`src/rtl/core/bwlp_pkg.sv`:
```
// shared types, opcodes and constants for the butterworth low-pass biquad
// no dependencies; imported by the datapath, the controller and the top level
`timescale 1ns / 1ps

package bwlp_pkg;

  localparam int SAMPLE_WIDTH = 32;
  localparam int TS_WIDTH     = 63;
  localparam int CUT_WIDTH    = 20;
  localparam int OP_WIDTH     = 5;
  localparam int STEP_WIDTH   = 3;
  localparam int HORNER_LAST  = 5;

  localparam logic [CUT_WIDTH-1:0] CUT_RESET = 20'd10000;

  localparam logic [63:0] TEN12    = 64'd1000000000000;
  // floor(2^103 / 10^12); the quotient estimate is low by at most one
  localparam logic [63:0] RECIP_TEN12 = 64'((128'd1 << 103) / 128'd1000000000000);
  localparam logic [63:0] PI_Q30   = 64'd3373259426;
  localparam logic [63:0] SQRT2_Q30 = 64'd1518500250;
  localparam logic [31:0] TMIN_Q30 = 32'((64'd1 << 30) / 64'd100);
  localparam logic [31:0] C_LIMIT  = 32'd100 << 16;
  localparam logic [31:0] C_RESET  = 32'd1 << 16;
  localparam logic [23:0] PH_FULL_M1 = 24'hFFFFFF;
  localparam logic [23:0] PH_HALF    = 24'h800000;
  localparam logic [23:0] PH_QUARTER = 24'h400000;

  localparam logic [31:0] K7 = 32'((64'd21844 << 30) / 64'd6081075);
  localparam logic [31:0] K6 = 32'((64'd1382 << 30) / 64'd155925);
  localparam logic [31:0] K5 = 32'((64'd62 << 30) / 64'd2835);
  localparam logic [31:0] K4 = 32'((64'd17 << 30) / 64'd315);
  localparam logic [31:0] K3 = 32'((64'd2 << 30) / 64'd15);
  localparam logic [31:0] K2 = 32'((64'd1 << 30) / 64'd3);
  localparam logic [31:0] K1 = 32'd1 << 30;

  // datapath operations
  localparam logic [OP_WIDTH-1:0] OP_LOAD   = 5'd0;
  localparam logic [OP_WIDTH-1:0] OP_MOD1   = 5'd1;
  localparam logic [OP_WIDTH-1:0] OP_MULR   = 5'd2;
  localparam logic [OP_WIDTH-1:0] OP_MOD2   = 5'd3;
  localparam logic [OP_WIDTH-1:0] OP_PHASE  = 5'd4;
  localparam logic [OP_WIDTH-1:0] OP_MULX   = 5'd5;
  localparam logic [OP_WIDTH-1:0] OP_MULX2  = 5'd6;
  localparam logic [OP_WIDTH-1:0] OP_HORNER = 5'd7;
  localparam logic [OP_WIDTH-1:0] OP_MULT   = 5'd8;
  localparam logic [OP_WIDTH-1:0] OP_DIVC   = 5'd9;
  localparam logic [OP_WIDTH-1:0] OP_MULCC  = 5'd10;
  localparam logic [OP_WIDTH-1:0] OP_MULSC  = 5'd11;
  localparam logic [OP_WIDTH-1:0] OP_DIVG   = 5'd12;
  localparam logic [OP_WIDTH-1:0] OP_DIVK1  = 5'd13;
  localparam logic [OP_WIDTH-1:0] OP_DIVK2  = 5'd14;
  localparam logic [OP_WIDTH-1:0] OP_ACC0   = 5'd15;
  localparam logic [OP_WIDTH-1:0] OP_ACC1   = 5'd16;
  localparam logic [OP_WIDTH-1:0] OP_ACC2   = 5'd17;
  localparam logic [OP_WIDTH-1:0] OP_EMIT   = 5'd18;
  localparam logic [OP_WIDTH-1:0] OP_FIX1   = 5'd19;
  localparam logic [OP_WIDTH-1:0] OP_FIX2   = 5'd20;
  localparam logic [OP_WIDTH-1:0] OP_FIXP   = 5'd21;

  typedef struct packed {
    logic signed [SAMPLE_WIDTH-1:0] sample_value;
    logic [TS_WIDTH-1:0]            timestamp_ns;
  } in_t;

  typedef struct packed {
    logic signed [SAMPLE_WIDTH-1:0] filtered_value;
    logic                           updated;
  } out_t;

  typedef struct packed {
    logic                  go;
    logic [OP_WIDTH-1:0]   op;
    logic [STEP_WIDTH-1:0] step;
    logic                  updated;
  } cmd_t;

  typedef struct packed {
    logic done;
    logic first;
    logic mag_zero;
    logic cut_zero;
    logic need_div;
    logic out_free;
  } stat_t;

  function automatic logic [31:0] horner_coef(input logic [STEP_WIDTH-1:0] step);
    logic [31:0] k;
    unique case (step)
      3'd0:    k = K6;
      3'd1:    k = K5;
      3'd2:    k = K4;
      3'd3:    k = K3;
      3'd4:    k = K2;
      3'd5:    k = K1;
      default: k = K1;
    endcase
    return k;
  endfunction

endpackage

```
`src/rtl/core/bwlp_ctrl.sv`:
```
// controller: sequences the datapath operations for one sample
// depends on bwlp_pkg
`timescale 1ns / 1ps

module bwlp_ctrl (
  input  logic            clk,
  input  logic            rst,
  input  logic            in_valid,
  output logic            in_ready,
  input  bwlp_pkg::stat_t stat,
  output bwlp_pkg::cmd_t  cmd
);

  import bwlp_pkg::*;

  localparam logic [2:0] S_IDLE   = 3'd0;
  localparam logic [2:0] S_DECIDE = 3'd1;
  localparam logic [2:0] S_ISSUE  = 3'd2;
  localparam logic [2:0] S_WAIT   = 3'd3;
  localparam logic [2:0] S_EMIT   = 3'd4;

  logic [2:0]            state, state_next;
  logic [OP_WIDTH-1:0]   cur_op, cur_op_next;
  logic [STEP_WIDTH-1:0] step, step_next;
  logic                  upd, upd_next;

  assign in_ready = (state == S_IDLE);

  always_comb begin
    state_next  = state;
    cur_op_next = cur_op;
    step_next   = step;
    upd_next    = upd;
    cmd.go      = 1'b0;
    cmd.op      = cur_op;
    cmd.step    = step;
    cmd.updated = upd;
    unique case (state)
      S_IDLE: begin
        if (in_valid) begin
          cmd.go     = 1'b1;
          cmd.op     = OP_LOAD;
          state_next = S_DECIDE;
        end
      end
      S_DECIDE: begin
        if (stat.first || stat.mag_zero) begin
          upd_next   = 1'b0;
          state_next = S_EMIT;
        end else begin
          cur_op_next = stat.cut_zero ? OP_MULCC : OP_MOD1;
          state_next  = S_ISSUE;
        end
      end
      S_ISSUE: begin
        cmd.go     = 1'b1;
        state_next = S_WAIT;
      end
      S_WAIT: begin
        if (stat.done) begin
          state_next = S_ISSUE;
          unique case (cur_op)
            OP_MOD1:  cur_op_next = OP_FIX1;
            OP_FIX1:  cur_op_next = OP_MULR;
            OP_MULR:  cur_op_next = OP_MOD2;
            OP_MOD2:  cur_op_next = OP_FIX2;
            OP_FIX2:  cur_op_next = OP_PHASE;
            OP_PHASE: cur_op_next = OP_FIXP;
            OP_FIXP:  cur_op_next = OP_MULX;
            OP_MULX:  cur_op_next = OP_MULX2;
            OP_MULX2: begin
              cur_op_next = OP_HORNER;
              step_next   = '0;
            end
            OP_HORNER: begin
              if (step == STEP_WIDTH'(HORNER_LAST)) cur_op_next = OP_MULT;
              else step_next = step + 1'b1;
            end
            OP_MULT:  cur_op_next = stat.need_div ? OP_DIVC : OP_MULCC;
            OP_DIVC:  cur_op_next = OP_MULCC;
            OP_MULCC: cur_op_next = OP_MULSC;
            OP_MULSC: cur_op_next = OP_DIVG;
            OP_DIVG:  cur_op_next = OP_DIVK1;
            OP_DIVK1: cur_op_next = OP_DIVK2;
            OP_DIVK2: cur_op_next = OP_ACC0;
            OP_ACC0:  cur_op_next = OP_ACC1;
            OP_ACC1:  cur_op_next = OP_ACC2;
            default: begin
              upd_next   = 1'b1;
              state_next = S_EMIT;
            end
          endcase
        end
      end
      S_EMIT: begin
        if (stat.out_free) begin
          cmd.go     = 1'b1;
          cmd.op     = OP_EMIT;
          state_next = S_IDLE;
        end
      end
      default: state_next = S_IDLE;
    endcase
  end

  always_ff @(posedge clk) begin
    if (rst) begin
      state  <= S_IDLE;
      cur_op <= OP_MOD1;
      step   <= '0;
      upd    <= 1'b0;
    end else begin
      state  <= state_next;
      cur_op <= cur_op_next;
      step   <= step_next;
      upd    <= upd_next;
    end
  end

endmodule

```
`config.mk`:
```
export PLATFORM = sky130hd
export DESIGN_NAME = bwlp_ctrl
export DESIGN_NICKNAME = d
export VERILOG_FILES = /design/src/rtl/core/bwlp_pkg.sv /design/src/rtl/core/bwlp_ctrl.sv
export SDC_FILE = /design/constraint.sdc
export NUM_CORES = 1
export LEC_CHECK = 0
export ABC_AREA = 1
export BUFFER_PORTS_ARGS = -buffer_cell sky130_fd_sc_hd__buf_2
export CORE_UTILIZATION = 55
export DETAILED_ROUTE_END_ITERATION = 7
export PLACE_DENSITY = 0.78
export SKIP_LAST_GASP = 1
export SLEW_MARGIN = 20
export SYNTH_ARGS = -nofsm -noshare
export SYNTH_HDL_FRONTEND = slang
export SYNTH_SLANG_ARGS = --single-unit
```
`constraint.sdc`:
```
create_clock -name clk -period 1.87 [get_ports clk]
set_input_delay 0.2805 -clock clk [delete_from_list [all_inputs] [get_ports clk]]
set_output_delay 0.2805 -clock clk [all_outputs]
set_load 0.005 [all_outputs]
```
==> results_dict.tcl, run 1 <==
set metrics [dict create \
    whs_path_depth 2 \
    routed_wl_um 3030 \
    status "completed" \
    r2r_slack_ns 0.18 \
    timing.fmax_mhz 557 \
    cts_made_buffers 3 \
    p_leak_nw 0.679 \
    final_layout_size_suffix_gt1_share_pct 33.0 \
    power_density_mw_per_mm2 538 \
    worst-setup-path-type "reg2out" \
    drc 0 \
    cpPeakStageDelay_ns 0.33 \
    multi_input_area_um2 791 \
    grt.met2_usage_pct 45.1 \
    dieArea_mm2 0.00233 \
    routed_via_density 5.68 \
    wire_per_inst_um 12.5 \
    first_global_vias 1090 \
    hp-start "rst" \
    io_buffers 19 \
    nets 227 \
    worstRegToRegCells 11 \
    final.setup.tns_ns 0 \
    clock-sinks 12 \
    yosysUniqueCellTypes 28 \
    die_w_um 48.3 \
    antenna_found_initial 0 \
    ant_nets 0 \
    synth.area.top_cells "dfxtp_1 (20%), nand2_1 (12%), nor2_1 (9.9%)" \
    coreArea_mm2 0.00198 \
    start_util_pct 59.4 \
    grt_pass1_wl_um 4350 \
    period_share_pct 96.0 \
    first_pass_iters 4 \
    h-tree-depth 1 \
    critPathMaxFanout 6 \
    grt_usage_pct 27.0 \
    report.final.slew_viol_count 0 \
    crit_arrival_ns 1.51 \
    postSynthCellCount 195 \
    hold_viol 0 \
    slew_headroom_pct 73.5 \
    synthesis.nets 206 \
    fillers 176 \
    cap_violations 0 \
    area_growth_pct 12.5 \
    yosysSeqAreaShare_pct 20.4 \
    rsz0062_at_grt "false" \
    io_pins 20 \
    cts_tree "built" \
    hold_ws_ns 0.247 \
    drtIter0Drc 80 \
    hold_end "cur_op[2]" \
    critPathSlowestCell "dfxtp_1" \
    grt_max_degree 15 \
    r2r-start "cur_op[4]" \
    skew_ns 0.00587 \
    synth_top_area_cell "dfxtp_1" \
    hold_class "in2reg" \
    synth.avg_cell_area_um2 6.04 \
    synth_warnings 0 \
    yosysTopAreaCellShare_pct 20.4 \
    setup_viol 0 \
    cp.required_ns 1.59 \
    cp_common_cell "inv_2" \
    die_height_um 48.3 \
    critPathLaunchType "flip-flop" \
    diodes 0 \
    grt_busiest_layer "met2" \
    fin_crit_ns 1.79 \
    dp.final_hpwl_um 2310 \
    r2r-end "cur_op[3]" \
    synth_seq_cells 12 \
    critPathCaptureType "output pin" \
    cts_buffer_depth 2 \
    path_cells "inv_2 > nand2_2 > nor2_4 > inv_2 > nor2_2 > nor2_1 > nand3_1 > nand2_1 > buf_2" \
    syn_area_mm2 0.00118 \
    via_count 1375 \
    insertion_delay_ns 0.29 \
    fp-row-count 16 \
    root_buffer "clkbuf_4" \
    met1_usage_pct 30.8 \
    gr-usage-met3_pct 5.19 \
    tightest_slew_ns 0.394 \
    grt_overflow 0 \
    clk_pin_slew_worst_paths_ns 0.08 \
    hold_buffers 0 \
    vdd_ir_drop_max_uv 441 \
    regArea_um2 244 \
    place_congestion 0.942 \
]
-- kinds of logic (layout without fill, tap and decap cells) --
logic type | count (synthesis) | in the layout | share of synthesized area, %
and+or+nand+nor | 126 | 126 | 53.0
DFF | 12 | 12 | 20.4
buffers and inverters | 33 | 53 | 13.2
AOI/OAI and AO/OA | 22 | 22 | 11.3
adders and majority gates | 2 | 2 | 2.13
-- report_power, final --
| group | switching (mW) | leakage, nW | total (mW) | internal, mW |
|---|---|---|---|---|
| Clock | 0.103 | 0.0210 | 0.221 | 0.119 |
| Combinational | 0.129 | 0.559 | 0.202 | 0.0728 |
| Sequential | 0.0198 | 0.0988 | 0.290 | 0.270 |
-- Yosys cell counts --
| cell type | instances |
|---|---|
| inv_1 | 17 |
| a21oi_2 | 2 |
| nor2_2 | 8 |
| a31oi_1 | 1 |
| o21ai_1 | 1 |
| nand4_1 | 7 |
| nor4_1 | 1 |
| dfxtp_1 | 12 |
| clkinv_1 | 1 |
| buf_6 | 2 |
| nand3_2 | 4 |
| o2111ai_1 | 1 |
| nand2_1 | 37 |
| nor3_1 | 1 |
| ha_1 | 2 |
| a21oi_1 | 11 |
| inv_2 | 8 |
| or2_0 | 1 |
| nor2_4 | 4 |
| o21ai_0 | 3 |
| a31o_2 | 1 |
| o21ai_2 | 1 |
| buf_4 | 4 |
| a211oi_1 | 1 |
| nor2_1 | 31 |
| nand2_2 | 10 |
| clkinv_2 | 1 |
| nand3_1 | 22 |
-- per-stage QoR --
stage               area, um^2  worst slack (ns)  utilization, %  cells  power, mW
floorplan                 1180             0.483               -    195      0.432
finish                    1330            0.0752            66.9    242      0.713
global placement          1260             0.190            63.6    236      0.484
global route              1330          0.000619            66.9    242      0.749
CTS                       1300            0.0295            65.5    240      0.699
detailed placement        1260             0.127            63.6    236      0.487
-- critical path, delay by kind of cell, from the launching register on --
family | cells | cell delay (ns)
buffers and inverters | 3 | 0.32
flip-flops | 1 | 0.33
AND/OR/NAND/NOR | 6 | 0.60
-- how the worst max path moves through the flow --
stage / from / end / slack (ns) / cells past startpoint
4_1_cts: state[1] / cmd[9] / 0.03 / 9
3_3_place_gp: cur_op[1] / cur_op[0] / 0.19 / 11
3_5_place_dp: cur_op[1] / cur_op[3] / 0.13 / 11
2_1_floorplan: cur_op[1] / cur_op[0] / 0.48 / 13
5_1_grt: state[1] / cmd[7] / 0.0006 / 8
6_report: state[2] / cmd[9] / 0.08 / 9
-- cells in the final DEF, fill, tap and decap left out, types with 2 or more instances in the layout --
master,Yosys,final
o21ai_0,3,2
inv_1,17,17
clkbuf_4,0,3
nand2_1,37,37
nor2_2,8,10
ha_1,2,2
o21ai_2,1,2
nand4_1,7,7
dfxtp_2,0,3
nor2_4,4,4
a21oi_2,2,2
inv_2,8,8
nand3_2,4,4
a21oi_1,11,11
nor2_1,31,29
dfxtp_1,12,9
nand2_2,10,10
buf_4,4,3
nand3_1,22,22
buf_2,0,19
-- sequential cells by signal (all words and copies together) (netlist names) --
signal  cells
cur_op      5
state       3
step        3
upd         1
-- layout make-up --
type                       instances  area share, %
multi-input combinational        150           59.7
tap                               27           2.55
inverter                          27           7.74
timing repair buffer              22           8.88
sequential                        12           18.4
clock buffer                       4           2.74
-- what timing repair did --
item	in CTS	in global routing
endpoints found under the setup margin	0	7
setup buffers	0	2
resized for setup	0	7
-- metal layers --
| layer | part of all wire [%] | wire length [um] |
|---|---|---|
| met2 | 48 | 1460 |
| met1 | 43 | 1300 |
| met4 | 3.1 | 95 |
| met3 | 5.7 | 173 |
| met5 | 0 | 0 |
Note: power is estimated with default switching activity, not from simulation.
==> run 2, diff against run 1 <==
--- a/config.mk
+++ b/config.mk
@@ -6,10 +6,10 @@
 export NUM_CORES = 1
 export LEC_CHECK = 0
 export ABC_AREA = 1
-export BUFFER_PORTS_ARGS = -buffer_cell sky130_fd_sc_hd__buf_2
 export CORE_UTILIZATION = 55
 export DETAILED_ROUTE_END_ITERATION = 7
-export PLACE_DENSITY = 0.78
+export DONT_BUFFER_PORTS = 1
+export PLACE_DENSITY = 0.7
 export SKIP_LAST_GASP = 1
 export SLEW_MARGIN = 20
 export SYNTH_ARGS = -nofsm -noshare
==> run 2 against run 1 <==
  * Clock-buffer cell count unchanged
  * Combinational power fell by 13%
  * Sequential share of layout area up 1.5 points
  * Worst hold slack lost 0.20 ns
  * Core utilization shrank 5.2 points
  * Cell area fell by 7.8%
  * Power fell by 4.4%
  * Final cell count decreased by 8.7%
  * Flip-flop and latch count unchanged
  * Non-clock buffer count fell by 21
  * Routed wire length is 5.3% lower
  * Setup slack better by 0.034 ns
  * Critical endpoint unchanged
  * Largest power group unchanged
==> results_dict.tcl, run 2 (synthesized netlist as in run 1, its figures left out) <==
set metrics [dict create \
    status "completed" \
    final_layout_size_suffix_gt1_share_pct 25.8 \
    cts_tree "built" \
    fin_crit_ns 1.76 \
    diodes 0 \
    r2r-end "cur_op[1]" \
    final.setup.tns_ns 0 \
    clock-sinks 12 \
    io_buffers 0 \
    hold_ws_ns 0.0480 \
    hp-start "rst" \
    largest_reg_flops 5 \
    pre_cts_ws_ns 0.136 \
    final_core_util_pct 61.6 \
    die_height_um 48.3 \
    p_total_mw 0.682 \
    critPathLaunchType "flip-flop" \
    r2r_slack_ns 0.16 \
    grt_overflow 0 \
    p_leak_nw 0.583 \
    hold_class "in2reg" \
    clk_pin_slew_worst_paths_ns 0.08 \
    fp-row-count 16 \
    hold_viol 0 \
    routed_via_density 5.60 \
    hold_buffers 0 \
    insertion_delay_ns 0.28 \
    first_pass_iters 5 \
    slew_headroom_pct 72.4 \
    wire_per_inst_um 13.0 \
    postCtsSetupRepairBufs 0 \
    tightest_slew_ns 0.411 \
    top_register "cur_op" \
    largestRegisters "cur_op (5), state (3), step (3)" \
    nets 206 \
    grt_pass1_wl_um 4260 \
    drc 0 \
    ant_nets 0 \
    dp.final_hpwl_um 2290 \
    cap_violations 0 \
    area_growth_pct 3.72 \
    final_cell_mix "nand2_1 (37), nor2_1 (28), nand3_1 (22)" \
    root_buffer "clkbuf_4" \
    setup_viol 0 \
    drtIter0Drc 69 \
    grt_usage_pct 26.1 \
    worst-setup-path-type "reg2out" \
    report.final.slew_viol_count 0 \
    crit_arrival_ns 1.48 \
    power_density_mw_per_mm2 558 \
    h-tree-depth 1 \
    rsz0062_at_grt "false" \
    cts_made_buffers 3 \
    cp.required_ns 1.59 \
    period_share_pct 94.2 \
    io_pins 20 \
    skew_ns 0.00206 \
    cts_buffer_depth 2 \
    worstRegToRegCells 11 \
    place_congestion 0.964 \
    timing.fmax_mhz 568 \
    final_common_cell "nand2_1" \
    die_w_um 48.3 \
    whs_path_depth 1 \
    antenna_found_initial 0 \
    finalWorstSetupSlack_ns 0.109 \
    first_global_vias 1038 \
    coreArea_mm2 0.00198 \
    dieArea_mm2 0.00233 \
    critPathMaxFanout 6 \
    grt_max_degree 15 \
    hold_end "cur_op[2]" \
    routed_wl_um 2870 \
    start_util_pct 59.4 \
    fillers 196 \
    via_count 1238 \
    vdd_ir_drop_max_uv 409 \
    critPathCaptureType "output pin" \
    r2r-start "cur_op[4]" \
]
[run 2: cell types whose count changed in the layout (fill, tap and decap cells not counted), sizes merged]
cell  before  now
buf       22    1
[run 2: where the power goes]
group / switching, mW / internal [mW]
logic: 0.120 / 0.0551
clock network: 0.0966 / 0.118
registers: 0.0213 / 0.270
[run 2: what timing repair did]
item | in CTS | in global routing
setup endpoints to repair | 0 | 7
resized for setup | 0 | 8
hold endpoints to repair | 0 | 0
[run 2: area by class of cell]
cell class	count	area, um^2	area share [%]
Inverter	27	103	8.40
Timing Repair Buffer	1	7.51	0.615
Tap cell	27	33.8	2.77
Multi-Input combinational cell	150	798	65.4
Sequential cell	12	243	19.9
Clock buffer	4	36.3	2.97
[run 2: metrics by stage]
step           std cells  area (um^2)
3_5_place_dp         217         1170
5_1_grt              221         1220
6_report             221         1220
3_3_place_gp         217         1170
2_1_floorplan        195         1180
4_1_cts              221         1200
[run 2: worst max-delay path: stages, from the launching register on]
cell and delay, ns:
dfxtp_1 0.35, inv_2 0.09, nand2_2 0.08, nor2_4 0.15
inv_2 0.11, nor2_1 0.16, nor2_1 0.08, nand3_1 0.09
nand2_1 0.08
[run 2: layer usage]
layer  wire, um  share of wire, %  GRT usage, %  vias to the layer above
li1           -                 -             -                      629
met2       1440                50          47.2                       54
met5          0                 0             0                        -
met1       1190                42          31.5                      544
met4         71               2.5          8.33                        0
met3        164               5.7          3.70                       11
[run 2: worst max-delay path by stage]
stage	start	endpoint	slack [ns]	cells past startpoint
floorplan	cur_op[1]	cur_op[0]	0.48	13
global placement	cur_op[1]	cur_op[1]	0.14	9
detailed placement	cur_op[1]	cur_op[1]	0.14	11
CTS	state[1]	cmd[4]	0.02	7
global route	state[2]	cmd[9]	0.03	8
finish	state[2]	cmd[9]	0.11	8
